**src/hdl/xml_entity_decoder_macros.svh**
```systemverilog
// ----------------------------------------------------------------------------
// xml entity decoder assertion macros
// concurrent checks clocked on i_clk, disabled while i_rst_n is low
// ----------------------------------------------------------------------------
`ifndef XML_ENTITY_DECODER_MACROS_SVH
`define XML_ENTITY_DECODER_MACROS_SVH

// same-cycle implication
`define XED_ASSERT_IMP(lbl, ante, cons, msg) \
    lbl: assert property (@(posedge i_clk) disable iff (!i_rst_n) (ante) |-> (cons)) \
        else $error(msg);

// next-cycle implication
`define XED_ASSERT_NXT(lbl, ante, cons, msg) \
    lbl: assert property (@(posedge i_clk) disable iff (!i_rst_n) (ante) |=> (cons)) \
        else $error(msg);

`endif

```
**src/hdl/xed_pkg.sv**
```systemverilog
// ----------------------------------------------------------------------------
// xed_pkg
// shared constants, types and helpers of the xml entity decoder
// ----------------------------------------------------------------------------
`default_nettype none

package xed_pkg;

    localparam int MAX_ENTITY_DEF = 16;

    localparam logic [7:0] CH_AMP   = 8'h26;
    localparam logic [7:0] CH_SEMI  = 8'h3B;
    localparam logic [7:0] CH_HASH  = 8'h23;
    localparam logic [7:0] CH_LT    = 8'h3C;
    localparam logic [7:0] CH_GT    = 8'h3E;
    localparam logic [7:0] CH_QUOT  = 8'h22;
    localparam logic [7:0] CH_APOS  = 8'h27;
    localparam logic [7:0] CH_ZERO  = 8'h30;
    localparam logic [7:0] CH_LO_X  = 8'h78;
    localparam logic [7:0] CH_UP_X  = 8'h58;

    localparam logic [31:0] CP_TWO_BYTE   = 32'h0000_0080;
    localparam logic [31:0] CP_THREE_BYTE = 32'h0000_0800;
    localparam logic [31:0] CP_FOUR_BYTE  = 32'h0001_0000;
    localparam logic [7:0]  UTF_LEAD2     = 8'hC0;
    localparam logic [7:0]  UTF_LEAD3     = 8'hE0;
    localparam logic [7:0]  UTF_LEAD4     = 8'hF0;
    localparam logic [7:0]  UTF_CONT      = 8'h80;
    localparam logic [5:0]  UTF_MASK      = 6'h3F;

    typedef enum logic [4:0] {
        S_IDLE = 5'b00001,
        S_READ = 5'b00010,
        S_SEND = 5'b00100,
        S_TAIL = 5'b01000,
        S_UTF  = 5'b10000
    } t_state;

    // value of a hex digit, zero for anything else
    function automatic logic [3:0] hex_value(input logic [7:0] b);
        logic [3:0] v;
        v = 4'd0;
        if (b >= 8'h30 && b <= 8'h39) begin
            v = b[3:0];
        end else if ((b >= 8'h61 && b <= 8'h66) || (b >= 8'h41 && b <= 8'h46)) begin
            v = b[3:0] + 4'd9;
        end
        return v;
    endfunction

endpackage

`default_nettype wire

```
**src/hdl/xml_entity_decoder.sv**
```systemverilog
// ----------------------------------------------------------------------------
// xml_entity_decoder
// decodes xml character entities in a byte stream into bytes and utf-8
// the first result item of an accepted item is registered and is valid in the cycle after acceptance
// plain bytes: one item per cycle while the output is not stalled; named or numeric close: 1 to 4 result bytes
// literal flush: '&', then the buffered bytes via S_READ and S_SEND, then any trailing byte via S_TAIL
// reset: synchronous active low, clears control and accumulators only
// the entity buffer memory is not cleared; only written entries are replayed
// ----------------------------------------------------------------------------
`default_nettype none

`include "xml_entity_decoder_macros.svh"

module xml_entity_decoder #(
    parameter int MAX_ENTITY = xed_pkg::MAX_ENTITY_DEF
) (
    input  wire logic       i_clk,
    input  wire logic       i_rst_n,
    input  wire logic       i_s_tvalid,
    output logic            o_s_tready,
    input  wire logic [7:0] i_s_tdata,   // [7:0] in_byte
    input  wire logic       i_s_tlast,   // last_in
    output logic            o_m_tvalid,
    input  wire logic       i_m_tready,
    output logic [7:0]      o_m_tdata,   // [7:0] out_byte
    output logic            o_m_tlast,   // run_end
    output logic [0:0]      o_m_tuser    // [0] text_end
);

    localparam int CW = $clog2(MAX_ENTITY + 1);
    localparam int AW = $clog2(MAX_ENTITY);
    localparam logic [CW-1:0] MAX_CNT = CW'(MAX_ENTITY);

    logic [7:0] mem [MAX_ENTITY];

    xed_pkg::t_state r_state, n_state;
    logic            r_in_entity, n_in_entity;
    logic [CW-1:0]   r_count, n_count;
    logic [31:0]     r_dec, n_dec;
    logic [31:0]     r_hex, n_hex;
    logic [7:0]      r_head [4];
    logic [CW-1:0]   r_idx, n_idx;
    logic [CW-1:0]   r_len, n_len;
    logic            r_tail_on, n_tail_on;
    logic [7:0]      r_tail_byte, n_tail_byte;
    logic            r_last, n_last;
    logic [23:0]     r_ubytes, n_ubytes;
    logic [1:0]      r_urem, n_urem;
    logic [7:0]      r_rd_data;
    logic            r_out_valid;
    logic [7:0]      r_out_byte;
    logic            r_out_run_end;
    logic            r_out_text_end;

    logic            slot_free;
    logic            s_acc;
    logic            ld;
    logic [7:0]      ld_byte;
    logic            ld_final;
    logic            ld_text;
    logic            mem_we;
    logic            rd_en;
    logic [AW-1:0]   rd_addr;
    logic [CW-1:0]   idx_inc;
    logic [31:0]     cp;
    logic [7:0]      u_first;
    logic [23:0]     u_rest;
    logic [1:0]      u_extra;
    logic            is_numeric;
    logic            is_hex;
    logic            name_lt, name_gt, name_amp, name_quot, name_apos;

    assign slot_free  = !r_out_valid || i_m_tready;
    assign o_s_tready = (r_state == xed_pkg::S_IDLE) && slot_free;
    assign s_acc      = i_s_tvalid && o_s_tready;
    assign idx_inc    = r_idx + CW'(1);

    assign name_lt   = (r_count == CW'(2)) && r_head[0] == 8'h6C && r_head[1] == 8'h74;
    assign name_gt   = (r_count == CW'(2)) && r_head[0] == 8'h67 && r_head[1] == 8'h74;
    assign name_amp  = (r_count == CW'(3)) && r_head[0] == 8'h61 && r_head[1] == 8'h6D
                       && r_head[2] == 8'h70;
    assign name_quot = (r_count == CW'(4)) && r_head[0] == 8'h71 && r_head[1] == 8'h75
                       && r_head[2] == 8'h6F && r_head[3] == 8'h74;
    assign name_apos = (r_count == CW'(4)) && r_head[0] == 8'h61 && r_head[1] == 8'h70
                       && r_head[2] == 8'h6F && r_head[3] == 8'h73;
    assign is_numeric = (r_count >= CW'(1)) && r_head[0] == xed_pkg::CH_HASH;
    assign is_hex     = (r_count >= CW'(2))
                        && (r_head[1] == xed_pkg::CH_LO_X || r_head[1] == xed_pkg::CH_UP_X);
    assign cp         = is_hex ? r_hex : r_dec;

    // utf-8 encoding of the closed code point
    always_comb begin
        u_first = cp[7:0];
        u_rest  = 24'd0;
        u_extra = 2'd0;
        if (cp[31] || cp < xed_pkg::CP_TWO_BYTE) begin
            u_first = cp[7:0];
        end else if (cp < xed_pkg::CP_THREE_BYTE) begin
            u_first = xed_pkg::UTF_LEAD2 | {3'd0, cp[10:6]};
            u_rest  = {xed_pkg::UTF_CONT | {2'd0, cp[5:0]}, 16'd0};
            u_extra = 2'd1;
        end else if (cp < xed_pkg::CP_FOUR_BYTE) begin
            u_first = xed_pkg::UTF_LEAD3 | {4'd0, cp[15:12]};
            u_rest  = {xed_pkg::UTF_CONT | {2'd0, cp[11:6] & xed_pkg::UTF_MASK},
                       xed_pkg::UTF_CONT | {2'd0, cp[5:0]}, 8'd0};
            u_extra = 2'd2;
        end else begin
            u_first = xed_pkg::UTF_LEAD4 | cp[25:18];
            u_rest  = {xed_pkg::UTF_CONT | {2'd0, cp[17:12]},
                       xed_pkg::UTF_CONT | {2'd0, cp[11:6]},
                       xed_pkg::UTF_CONT | {2'd0, cp[5:0]}};
            u_extra = 2'd3;
        end
    end

    always_comb begin
        n_state     = r_state;
        n_in_entity = r_in_entity;
        n_count     = r_count;
        n_dec       = r_dec;
        n_hex       = r_hex;
        n_idx       = r_idx;
        n_len       = r_len;
        n_tail_on   = r_tail_on;
        n_tail_byte = r_tail_byte;
        n_last      = r_last;
        n_ubytes    = r_ubytes;
        n_urem      = r_urem;
        ld          = 1'b0;
        ld_byte     = i_s_tdata;
        ld_final    = 1'b0;
        ld_text     = 1'b0;
        mem_we      = 1'b0;
        rd_en       = 1'b0;
        rd_addr     = r_idx[AW-1:0];
        unique case (r_state)
            xed_pkg::S_IDLE: begin
                if (s_acc) begin
                    n_last = i_s_tlast;
                    n_idx  = '0;
                    if (!r_in_entity) begin
                        if (i_s_tdata == xed_pkg::CH_AMP) begin
                            n_in_entity = !i_s_tlast;
                            n_count     = '0;
                            n_dec       = '0;
                            n_hex       = '0;
                            if (i_s_tlast) begin
                                ld       = 1'b1;
                                ld_byte  = xed_pkg::CH_AMP;
                                ld_final = 1'b1;
                                ld_text  = 1'b1;
                            end
                        end else begin
                            ld       = 1'b1;
                            ld_final = 1'b1;
                            ld_text  = i_s_tlast;
                        end
                    end else if (i_s_tdata == xed_pkg::CH_SEMI) begin
                        n_in_entity = 1'b0;
                        n_count     = '0;
                        ld          = 1'b1;
                        priority if (name_lt) begin
                            ld_byte  = xed_pkg::CH_LT;
                            ld_final = 1'b1;
                        end else if (name_gt) begin
                            ld_byte  = xed_pkg::CH_GT;
                            ld_final = 1'b1;
                        end else if (name_amp) begin
                            ld_byte  = xed_pkg::CH_AMP;
                            ld_final = 1'b1;
                        end else if (name_quot) begin
                            ld_byte  = xed_pkg::CH_QUOT;
                            ld_final = 1'b1;
                        end else if (name_apos) begin
                            ld_byte  = xed_pkg::CH_APOS;
                            ld_final = 1'b1;
                        end else if (is_numeric) begin
                            ld_byte  = u_first;
                            ld_final = (u_extra == 2'd0);
                            n_ubytes = u_rest;
                            n_urem   = u_extra;
                            if (u_extra != 2'd0) begin
                                n_state = xed_pkg::S_UTF;
                            end
                        end else begin
                            ld_byte     = xed_pkg::CH_AMP;
                            n_len       = r_count;
                            n_tail_on   = 1'b1;
                            n_tail_byte = xed_pkg::CH_SEMI;
                            n_state     = (r_count == '0) ? xed_pkg::S_TAIL : xed_pkg::S_READ;
                        end
                        ld_text = i_s_tlast && ld_final;
                    end else if (r_count < MAX_CNT) begin
                        mem_we  = 1'b1;
                        n_count = r_count + CW'(1);
                        if (r_count >= CW'(1)) begin
                            n_dec = (r_dec << 3) + (r_dec << 1) + {24'd0, i_s_tdata}
                                    - {24'd0, xed_pkg::CH_ZERO};
                        end
                        if (r_count >= CW'(2)) begin
                            n_hex = {r_hex[27:0], xed_pkg::hex_value(i_s_tdata)};
                        end
                        if (i_s_tlast) begin
                            ld          = 1'b1;
                            ld_byte     = xed_pkg::CH_AMP;
                            n_len       = r_count + CW'(1);
                            n_tail_on   = 1'b0;
                            n_in_entity = 1'b0;
                            n_count     = '0;
                            n_state     = xed_pkg::S_READ;
                        end
                    end else begin
                        // buffer full: literal flush, item as text unless a non-last '&' opens an entity
                        ld          = 1'b1;
                        ld_byte     = xed_pkg::CH_AMP;
                        n_len       = MAX_CNT;
                        n_state     = xed_pkg::S_READ;
                        n_in_entity = 1'b0;
                        n_count     = '0;
                        n_tail_on   = 1'b1;
                        n_tail_byte = i_s_tdata;
                        if (i_s_tdata == xed_pkg::CH_AMP) begin
                            n_in_entity = !i_s_tlast;
                            n_dec       = '0;
                            n_hex       = '0;
                            n_tail_on   = i_s_tlast;
                        end
                    end
                end
            end
            xed_pkg::S_READ: begin
                rd_en   = 1'b1;
                n_state = xed_pkg::S_SEND;
            end
            xed_pkg::S_SEND: begin
                if (slot_free) begin
                    ld       = 1'b1;
                    ld_byte  = r_rd_data;
                    ld_final = (idx_inc == r_len) && !r_tail_on;
                    ld_text  = r_last && ld_final;
                    n_idx    = idx_inc;
                    if (idx_inc < r_len) begin
                        rd_en   = 1'b1;
                        rd_addr = idx_inc[AW-1:0];
                    end else if (r_tail_on) begin
                        n_state = xed_pkg::S_TAIL;
                    end else begin
                        n_state = xed_pkg::S_IDLE;
                    end
                end
            end
            xed_pkg::S_TAIL: begin
                if (slot_free) begin
                    ld       = 1'b1;
                    ld_byte  = r_tail_byte;
                    ld_final = 1'b1;
                    ld_text  = r_last;
                    n_state  = xed_pkg::S_IDLE;
                end
            end
            xed_pkg::S_UTF: begin
                if (slot_free) begin
                    ld       = 1'b1;
                    ld_byte  = r_ubytes[23:16];
                    ld_final = (r_urem == 2'd1);
                    ld_text  = r_last && ld_final;
                    n_ubytes = {r_ubytes[15:0], 8'd0};
                    n_urem   = r_urem - 2'd1;
                    if (r_urem == 2'd1) begin
                        n_state = xed_pkg::S_IDLE;
                    end
                end
            end
            default: begin
                n_state = xed_pkg::S_IDLE;
            end
        endcase
    end

    // entity buffer; writes only while idle, reads only while flushing
    always_ff @(posedge i_clk) begin
        if (mem_we) begin
            mem[r_count[AW-1:0]] <= i_s_tdata;
        end
        if (rd_en) begin
            r_rd_data <= mem[rd_addr];
        end
    end

    always_ff @(posedge i_clk) begin
        if (mem_we && r_count < CW'(4)) begin
            r_head[r_count[1:0]] <= i_s_tdata;
        end
    end

    always_ff @(posedge i_clk) begin
        if (!i_rst_n) begin
            r_state     <= xed_pkg::S_IDLE;
            r_in_entity <= 1'b0;
            r_count     <= '0;
            r_dec       <= '0;
            r_hex       <= '0;
            r_out_valid <= 1'b0;
        end else begin
            r_state     <= n_state;
            r_in_entity <= n_in_entity;
            r_count     <= n_count;
            r_dec       <= n_dec;
            r_hex       <= n_hex;
            if (ld) begin
                r_out_valid <= 1'b1;
            end else if (i_m_tready) begin
                r_out_valid <= 1'b0;
            end
        end
    end

    always_ff @(posedge i_clk) begin
        r_idx       <= n_idx;
        r_len       <= n_len;
        r_tail_on   <= n_tail_on;
        r_tail_byte <= n_tail_byte;
        r_last      <= n_last;
        r_ubytes    <= n_ubytes;
        r_urem      <= n_urem;
        if (ld) begin
            r_out_byte     <= ld_byte;
            r_out_run_end  <= ld_final;
            r_out_text_end <= ld_text;
        end
    end

    assign o_m_tvalid   = r_out_valid;
    assign o_m_tdata    = r_out_byte;
    assign o_m_tlast    = r_out_run_end;
    assign o_m_tuser[0] = r_out_text_end;

    `XED_ASSERT_IMP(a_text_end_is_run_end, o_m_tvalid && o_m_tuser[0], o_m_tlast,
        "text end without run end")
    `XED_ASSERT_NXT(a_last_closes_entity, s_acc && i_s_tlast, !r_in_entity,
        "entity still open after last item")
    `XED_ASSERT_IMP(a_count_bounded, 1'b1, r_count <= MAX_CNT,
        "entity count beyond buffer depth")
    `XED_ASSERT_IMP(a_send_index_in_range, r_state == xed_pkg::S_SEND, r_idx < r_len,
        "flush index past buffered length")
    `XED_ASSERT_IMP(a_no_write_while_busy, r_state != xed_pkg::S_IDLE, !mem_we,
        "buffer written during flush")

endmodule

`default_nettype wire
```
**config.mk**
```make
export PLATFORM = sky130hd
export DESIGN_NAME = xml_entity_decoder
export DESIGN_NICKNAME = d
export VERILOG_FILES = /design/src/hdl/xed_pkg.sv /design/src/hdl/xml_entity_decoder.sv
export VERILOG_INCLUDE_DIRS = /design/src /design/src/hdl
export SDC_FILE = /design/constraint.sdc
export NUM_CORES = 1
export LEC_CHECK = 0
export BUFFER_PORTS_ARGS = -buffer_cell sky130_fd_sc_hd__buf_4
export CORE_ASPECT_RATIO = 0.9
export CORE_MARGIN = 4
export CORE_UTILIZATION = 60
export CTS_CLUSTER_SIZE = 14
export DETAILED_ROUTE_END_ITERATION = 10
export PLACE_DENSITY = 0.79
export RECOVER_POWER = 25
export SLEW_MARGIN = 15
export SYNTH_ARGS = -nofsm -noshare
export SYNTH_HDL_FRONTEND = slang
export SYNTH_SLANG_ARGS = --single-unit
```
**constraint.sdc**
```tcl
create_clock -name i_clk -period 5.4 [get_ports i_clk]
set_input_delay 1.08 -clock i_clk [delete_from_list [all_inputs] [get_ports i_clk]]
set_output_delay 1.08 -clock i_clk [all_outputs]
set_load 0.03 [all_outputs]
```
==> reports/qor.csv, run 1 <==
metric,value,unit
Die Ht,161.6,µm
worst setup margin,1.003,ns
I/O Pins,25,
worst rel slew slack,-4.866,%
worst-path fanout max,29,
fin crit period,4.397,ns
#FFs+latches synth,297,
layout cells sized above 1,10.05,%
cts hold-fix bufs,0,
TritonRoute pass-1 iters,5,
gpl congestion,0.9236,
most frequent cells in the layout,"221 x edfxtp_1, 113 x inv_1, 98 x ha_1",
drt wl/cell,21.80,µm
Die Area,28880,µm²
"Hold Vio Cnt, Final",0,
worst reg2reg path depth,7,
Synth cell types,79,
diode count,0,
initial antenna violation count,0,
static leakage,6.302,nW
non-filler instance count after layout,1765,
root buf cell,clkbuf_16,
slew at the pin closest to its max-slew limit,1.573,ns
Num CTS Buffers,30,
gr usage total,26.79,%
clock group share of total power,34.3,%
Vias,11460,
Post-synth ARST share,0,%
dpl ws,0.7424,ns
P per Cell Area,329.5,nW/µm²
Crit. End Element,flop,
Net Sw Frac,27.78,%
Hold WC Path Type,reg2reg,
final WL,38.47,mm
sw power,0.001576,W
"Setup Fix Bufs, Post-CTS",0,
"Req. time, crit path",5.89,ns
fmax,227.4,MHz
Die Wd,178.7,µm
htree depth,1,
dpl cells,1709,
DPL Wire Length,26.25,mm
top_reg_cell synth,edfxtp_1,
Comb pwr share,19.6,%
"commonest non-fill, non-tap cell in the layout",edfxtp_1,
First DRT Iteration DRCs,1403,
RSZ-0062 raised after global routing,no,
Critical R2R Capture,o_m_tdata[0],
syn avg cell area,11.34,µm²
DR vias/cell,6.491,
startpoint types,primary input,
Max-Cap Viols,1,
CTS tree,yes,
Critical Path End,r_dec[31],
core area,25460,µm²
global-route wire length before repair,61.32,mm
I/O Buffers,24,
Initial Util,61.79,%
area grow syn2layout,9.432,%
failing checks,"max-capacitance violations, max-slew violations",
"Clk Latency, worst-skew pair",0.55,ns
Worst Path Arrival,4.88,ns
Layout Nets,1516,
# clock sinks,297,
clock skew,0.01385,ns
outcome,"complete, but fails checks",
YS warnings,0,
pin count of the biggest net entering global routing,66,
FF-to-FF Start,r_count[2],
VDD IR-drop max,0.2490,mV
post-synthesis sequential area ratio,51.85,%
crit path from,i_s_tdata[0],
Post-synth EDFFs,221,
Mapped Area,15730,µm²
Tcrit/Tclk final,81.43,%
register clock-pin slew on the reported worst setup and hold paths,0.06,ns
Mapped Cells,1388,
final setup vio count,0,
count of pins over their slew limit,30,
# rows,55,
DRC Markers,0,
global route total overflow,0,
Seq pwr share,46.0,%
quantity of gates resized following cts,0,
Syn Nets,1505,
r2r setup slk,1.17,ns
internal power,0.004097,W
crit path kind,in2reg,
post-route setup TNS,0,ns
Max clock buf depth,3,
vias in the first global route,11090,
Routed Antenna Nets,0,
==> per-layer routing <==
metal / part of all wire, % / GRT usage [%]
met1: 44 / 41.75
met2: 44 / 39.42
met3: 11 / 5.640
met4: 1.8 / 4.953
met5: 0 / 0
==> critical path, stage by stage <==
cell	delay (ns)
clkbuf_1	1.11
inv_1	0.28
ha_1	0.32
nand4_1	0.28
a21oi_1	0.15
nand2_1	0.55
and2_0	0.82
a21oi_1	0.16
nand3_1	0.11
==> per-stage QoR <==
| stage | total power [W] | area (µm²) | hold WS, ns | util, % |
|---|---|---|---|---|
| floorplan | 0.003396 | 15730 | 0.4458 | - |
| global placement | 0.003731 | 16300 | 0.4714 | 64.00 |
| detailed placement | 0.003747 | 16300 | 0.4755 | 64.00 |
| CTS | 0.005673 | 17220 | 0.4880 | 67.65 |
| global route | 0.005895 | 17220 | 0.5181 | 67.62 |
| finish | 0.005673 | 17220 | 0.4910 | 67.62 |
==> logic make-up after synthesis <==
logic type | Yosys count | share of synthesized area (%)
xor gates and xnor gates | 25 | 1.392
buffers and inverters | 179 | 4.374
muxes | 65 | 6.831
and+or+nand+nor | 398 | 13.07
AOI/OAI and AO/OA | 320 | 13.93
adders and majority gates | 104 | 8.557
DFF | 297 | 51.85
==> registers in the layout, summed over array words and instances, names as in the netlist <==
register / flops
mem: 128
r_dec: 32
r_head: 32
r_hex: 32
r_ubytes: 21
o_m_tdata: 8
r_rd_data: 8
r_tail_byte: 8
r_count: 5
r_idx: 5
r_len: 5
r_state: 5
r_urem: 2
o_m_tlast: 1
o_m_tuser: 1
o_m_tvalid: 1
r_in_entity: 1
r_last: 1
r_tail_on: 1
==> worst min-delay path by stage <==
stage | depth (start not counted) | end | slack, ns | startpoint
2_1_floorplan | 2 | r_dec[23] | 0.45 | r_dec[23]
3_3_place_gp | 2 | r_dec[22] | 0.47 | r_dec[22]
3_5_place_dp | 2 | r_dec[22] | 0.48 | r_dec[22]
4_1_cts | 2 | r_dec[22] | 0.49 | r_dec[22]
5_1_grt | 2 | r_dec[27] | 0.52 | r_dec[27]
6_report | 2 | r_dec[23] | 0.49 | r_dec[23]
==> power groups by stage <==
| stage | clock (W) | combinational [W] | sequential (W) |
|---|---|---|---|
| after floorplan | 0 | 0.000680 | 0.00272 |
| after global placement | 0 | 0.00108 | 0.00265 |
| after detailed placement | 0 | 0.00109 | 0.00266 |
| after CTS | 0.00197 | 0.00110 | 0.00261 |
| after global routing | 0.00207 | 0.00121 | 0.00262 |
| final | 0.00195 | 0.00111 | 0.00261 |
==> cell usage after synthesis, types with 4 or more instances <==
cell / count / area (µm²)
and2_1: 12 / 75.07
xnor2_1: 13 / 113.9
nand2_1: 92 / 345.3
nand4_1: 9 / 56.30
mux2i_1: 28 / 280.3
nor3_1: 31 / 155.2
nor2_1: 82 / 307.8
a22oi_1: 67 / 503.0
a32o_1: 7 / 70.07
nand4b_1: 4 / 35.03
xor2_1: 12 / 105.1
a221oi_1: 4 / 35.03
clkbuf_1: 57 / 214.0
nand2b_1: 8 / 50.05
nor2b_1: 60 / 375.4
a31oi_1: 9 / 56.30
and3_1: 8 / 50.05
o211ai_1: 8 / 60.06
a32oi_1: 8 / 70.07
o22ai_1: 4 / 25.02
o21a_1: 9 / 67.56
or3_1: 9 / 56.30
buf_2: 7 / 35.03
a22o_1: 6 / 52.55
a21boi_0: 5 / 37.54
dfxtp_1: 76 / 1521
ha_1: 98 / 1226
mux4_2: 33 / 743.2
o221ai_1: 6 / 52.55
o31ai_1: 6 / 45.04
a211oi_1: 8 / 60.06
o21ai_0: 63 / 315.3
nor4_1: 23 / 143.9
edfxtp_1: 221 / 6636
a21o_1: 14 / 105.1
fa_1: 6 / 120.1
inv_1: 113 / 424.2
nand3b_1: 8 / 60.06
nand3_1: 28 / 140.1
a21oi_1: 63 / 315.3
==> layout make-up <==
class / count / area [µm²]
Tap cell: 342 / 427.9
Timing Repair Buffer: 45 / 339.1
Inverter: 113 / 424.2
Clock inverter: 13 / 67.56
Fill cell: 1855 / 8244
Multi-Input combinational cell: 912 / 6940
Sequential cell: 297 / 8158
Clock buffer: 43 / 860.8
(Power assumes the default switching activity.)
==> run 2: changes to the inputs <==
--- a/config.mk
+++ b/config.mk
@@ -6,13 +6,14 @@
 export SDC_FILE = /design/constraint.sdc
 export NUM_CORES = 1
 export LEC_CHECK = 0
+export ABC_AREA = 1
 export BUFFER_PORTS_ARGS = -buffer_cell sky130_fd_sc_hd__buf_4
 export CORE_ASPECT_RATIO = 0.9
 export CORE_MARGIN = 4
 export CORE_UTILIZATION = 60
 export CTS_CLUSTER_SIZE = 14
 export DETAILED_ROUTE_END_ITERATION = 10
-export PLACE_DENSITY = 0.79
+export PLACE_DENSITY = 0.78
 export RECOVER_POWER = 25
 export SLEW_MARGIN = 15
 export SYNTH_ARGS = -nofsm -noshare
==> constraint.sdc (replaced) <==
create_clock -name i_clk -period 4.11 [get_ports i_clk]
set_input_delay 0.822 -clock i_clk [delete_from_list [all_inputs] [get_ports i_clk]]
set_output_delay 0.822 -clock i_clk [all_outputs]
set_load 0.03 [all_outputs]
==> run 2 against run 1 <==
The run still ends with max-capacitance violations, max-slew violations left. Setup slack worse by 0.79 ns. Final cell count is 29% higher. First-iteration DRC count increased by 0.93%. Critical path type unchanged. Largest power group is now combinational cells.
==> reports/qor.csv, run 2 <==
metric,value,unit,change
outcome,"complete, but fails checks",,
failing checks,"max-capacitance violations, max-slew violations",,
"Hold Vio Cnt, Final",0,,unchanged
Post-Synth XOR/XNOR Area,1.279,%,-0.11 points
cell taking the most area after synthesis,edfxtp_1,,
quantity of gates resized following cts,0,,unchanged
Synth area leaders,"edfxtp_1 40%, dfxtp_1 9.3%, nand2_1 8.2%, ha_1 7.5%, inv_1 5.2%",,
"Clk Latency, worst-skew pair",0.56,ns,about the same
post-synthesis sequential area ratio,49.65,%,-2.2 points
htree depth,1,,unchanged
register clock-pin slew on the reported worst setup and hold paths,0.06,ns,about the same
cts hold-fix bufs,0,,unchanged
Buf/Inv on CP,4,,+2
global-route wire length before repair,69.81,mm,+14%
Mapped Cells,1855,,+34%
initial antenna violation count,0,,unchanged
adder-cell area share of the yosys netlist,8.193,%,-0.36 points
worst-path fanout max,27,,-6.9%
Synth cell types,57,,-28%
Max clock buf depth,3,,unchanged
drt wl/cell,19.26,µm,-12%
root buf cell,clkbuf_16,,
family with the most delay on the worst path,simple AND/OR/NAND/NOR gates,,
CP Cell Sequence,clkbuf_4 -> clkbuf_1 -> nor2_1 -> inv_1 -> nor3_1 -> nand4_1 -> buf_4 -> nand2_1 -> nor2_1 -> nand2_1 -> nor2_1,,
area fraction of the dominant cell type after synthesis,40.39,%,-1.8 points
crit path kind,in2reg,,
First DRT Iteration DRCs,1416,,+0.93%
Crit. End Element,flop,,
count of pins over their slew limit,82,,+170%
Hold WC Path Type,reg2reg,,
top_reg_cell synth,edfxtp_1,,
Worst Path Arrival,4.08,ns,-0.80 ns
"Setup Fix Bufs, Post-CTS",0,,unchanged
final setup vio count,0,,unchanged
Mapped Area,16430,µm²,+4.4%
CP dominant cell by count,nor2_1,,
post-route setup TNS,0,ns,unchanged
Vias,13720,,+20%
worst rel slew slack,-8.032,%,-3.2 points
core area,26960,µm²,+5.9%
global route total overflow,0,,unchanged
layout cells sized above 1,9.336,%,-0.71 points
"count leader, synth",nand2_1,,
max reg flops,128,,unchanged
fmax,256.3,MHz,
Routed Antenna Nets,0,,unchanged
I/O Buffers,24,,unchanged
diode count,0,,unchanged
vias in the first global route,13120,,+18%
slew at the pin closest to its max-slew limit,1.620,ns,+0.04748 ns
most frequent cells in the layout,"356 x nand2_1, 229 x inv_1, 221 x edfxtp_1",,
CP max-delay cell,clkbuf_1,,
DRC Markers,0,,unchanged
# clock sinks,297,,unchanged
Num CTS Buffers,31,,+3.3%
Layout Nets,2020,,+33%
Post-Synth Simple-Gate Area,18.81,%,+5.7 points
Post-synth ARST share,0,%,unchanged
critical path depth in cells,11,,+2
P per Cell Area,677.5,nW/µm²,+110%
worst reg2reg path depth,17,,+10
gpl congestion,0.9383,,+1.6%
Post-synth EDFFs,221,,unchanged
TritonRoute pass-1 iters,6,,+1
#FFs+latches synth,297,,unchanged
VDD IR-drop max,0.9705,mV,+290%
final WL,43.95,mm,+14%
I/O Pins,25,,unchanged
startpoint types,primary input,,
clock skew,0.01269,ns,-0.001163 ns
DPL Wire Length,31.54,mm,+20%
fin crit period,3.902,ns,
synth cell count leaders,"357 x nand2_1, 229 x inv_1, 221 x edfxtp_1",,
CTS tree,yes,,
Initial Util,60.95,%,-0.84 points
DR vias/cell,6.011,,-7.4%
pin count of the biggest net entering global routing,65,,-1.5%
syn avg cell area,8.858,µm²,-22%
worst setup margin,0.2076,ns,-0.7949 ns
"slowest stage delay, CP",1.12,ns,about the same
hold path depth,2,,unchanged
mux contribution to synthesized area,0.06092,%,-6.8 points
RSZ-0062 raised after global routing,no,,
"Req. time, crit path",4.29,ns,-1.60 ns
# rows,57,,+3.6%
Die Ht,165.0,µm,+2.1%
Die Wd,182.4,µm,+2.1%
Syn Nets,1972,,+31%
gr usage total,29.05,%,+2.3 points
dpl ws,0.05308,ns,-0.6894 ns
largest family of logic cells by synthesized area,simple AND/OR/NAND/NOR gates,,
Tcrit/Tclk final,94.95,%,
Compound-Gate Fraction of Synth Area,14.74,%,+0.81 points
Die Area,30100,µm²,+4.2%
static leakage,7.503,nW,+19%
area grow syn2layout,10.85,%,
YS warnings,0,,unchanged
"commonest non-fill, non-tap cell in the layout",nand2_1,,
Max-Cap Viols,3,,+2
==> run 2: area by class of cell <==
| cell class | instances | area (µm²) |
|---|---|---|
| inverter | 245 | 919.6 |
| multi-input combinational | 1252 | 7091 |
| fill | 2151 | 8743 |
| clock inverter | 20 | 227.7 |
| clock buffer | 38 | 822.0 |
| sequential | 297 | 8158 |
| tap | 354 | 442.9 |
| timing repair buffer | 76 | 554.3 |
==> run 2: logic make-up after synthesis <==
logic type,count (synthesis)
buffers and inverters,306
and+or+nand+nor,704
DFF,297
muxes,1
AOI/OAI and AO/OA,419
xor gates and xnor gates,24
adders and majority gates,104
==> run 2: metrics by stage <==
stage / total power (W) / instances / utilization [%] / hold WS (ns) / area, µm²
2_1_floorplan: 0.007817 / 1855 / - / 0.4444 / 16430
3_3_place_gp: 0.009260 / 2224 / 63.81 / 0.4522 / 17200
3_5_place_dp: 0.009406 / 2224 / 63.81 / 0.4560 / 17200
4_1_cts: 0.01228 / 2282 / 67.70 / 0.4660 / 18250
5_1_grt: 0.01316 / 2282 / 67.57 / 0.4866 / 18220
6_report: 0.01234 / 2282 / 67.57 / 0.4669 / 18220
==> run 2: layer usage <==
layer / GRT usage [%] / routed length (µm) / vias up
met5: 0 / 0 / -
li1: - / - / 6466
met3: 3.612 / 3559 / 109
met2: 48.70 / 20730 / 693
met4: 10.20 / 1719 / 0
met1: 39.45 / 17940 / 6448
==> run 2: worst paths after layout <==
path | startpoint | endpoint | slack (ns)
worst max-delay path | i_s_tdata[7] | r_head[0][0] | 0.21
worst min-delay path | r_hex[30] | r_hex[30] | 0.47
worst max register to register | r_idx[0] | r_rd_data[2] | 0.29
worst min register to register | r_hex[30] | r_hex[30] | 0.47
==> run 2: tightest hold or removal path, cell delays in order, from the launching register on <==
cell and delay (ns):
dfxtp_1 0.31, nand2_1 0.06, a21oi_1 0.05
==> run 2: power breakdown <==
part / total, W / leakage [nW] / internal [W] / switching (W)
sequential: 0.00364 / 2.62 / 0.00350 / 0.000141
combinational: 0.00582 / 4.37 / 0.00204 / 0.00377
clock: 0.00288 / 0.516 / 0.00169 / 0.00119
total: 0.0123 / 7.50 / 0.00723 / 0.00511
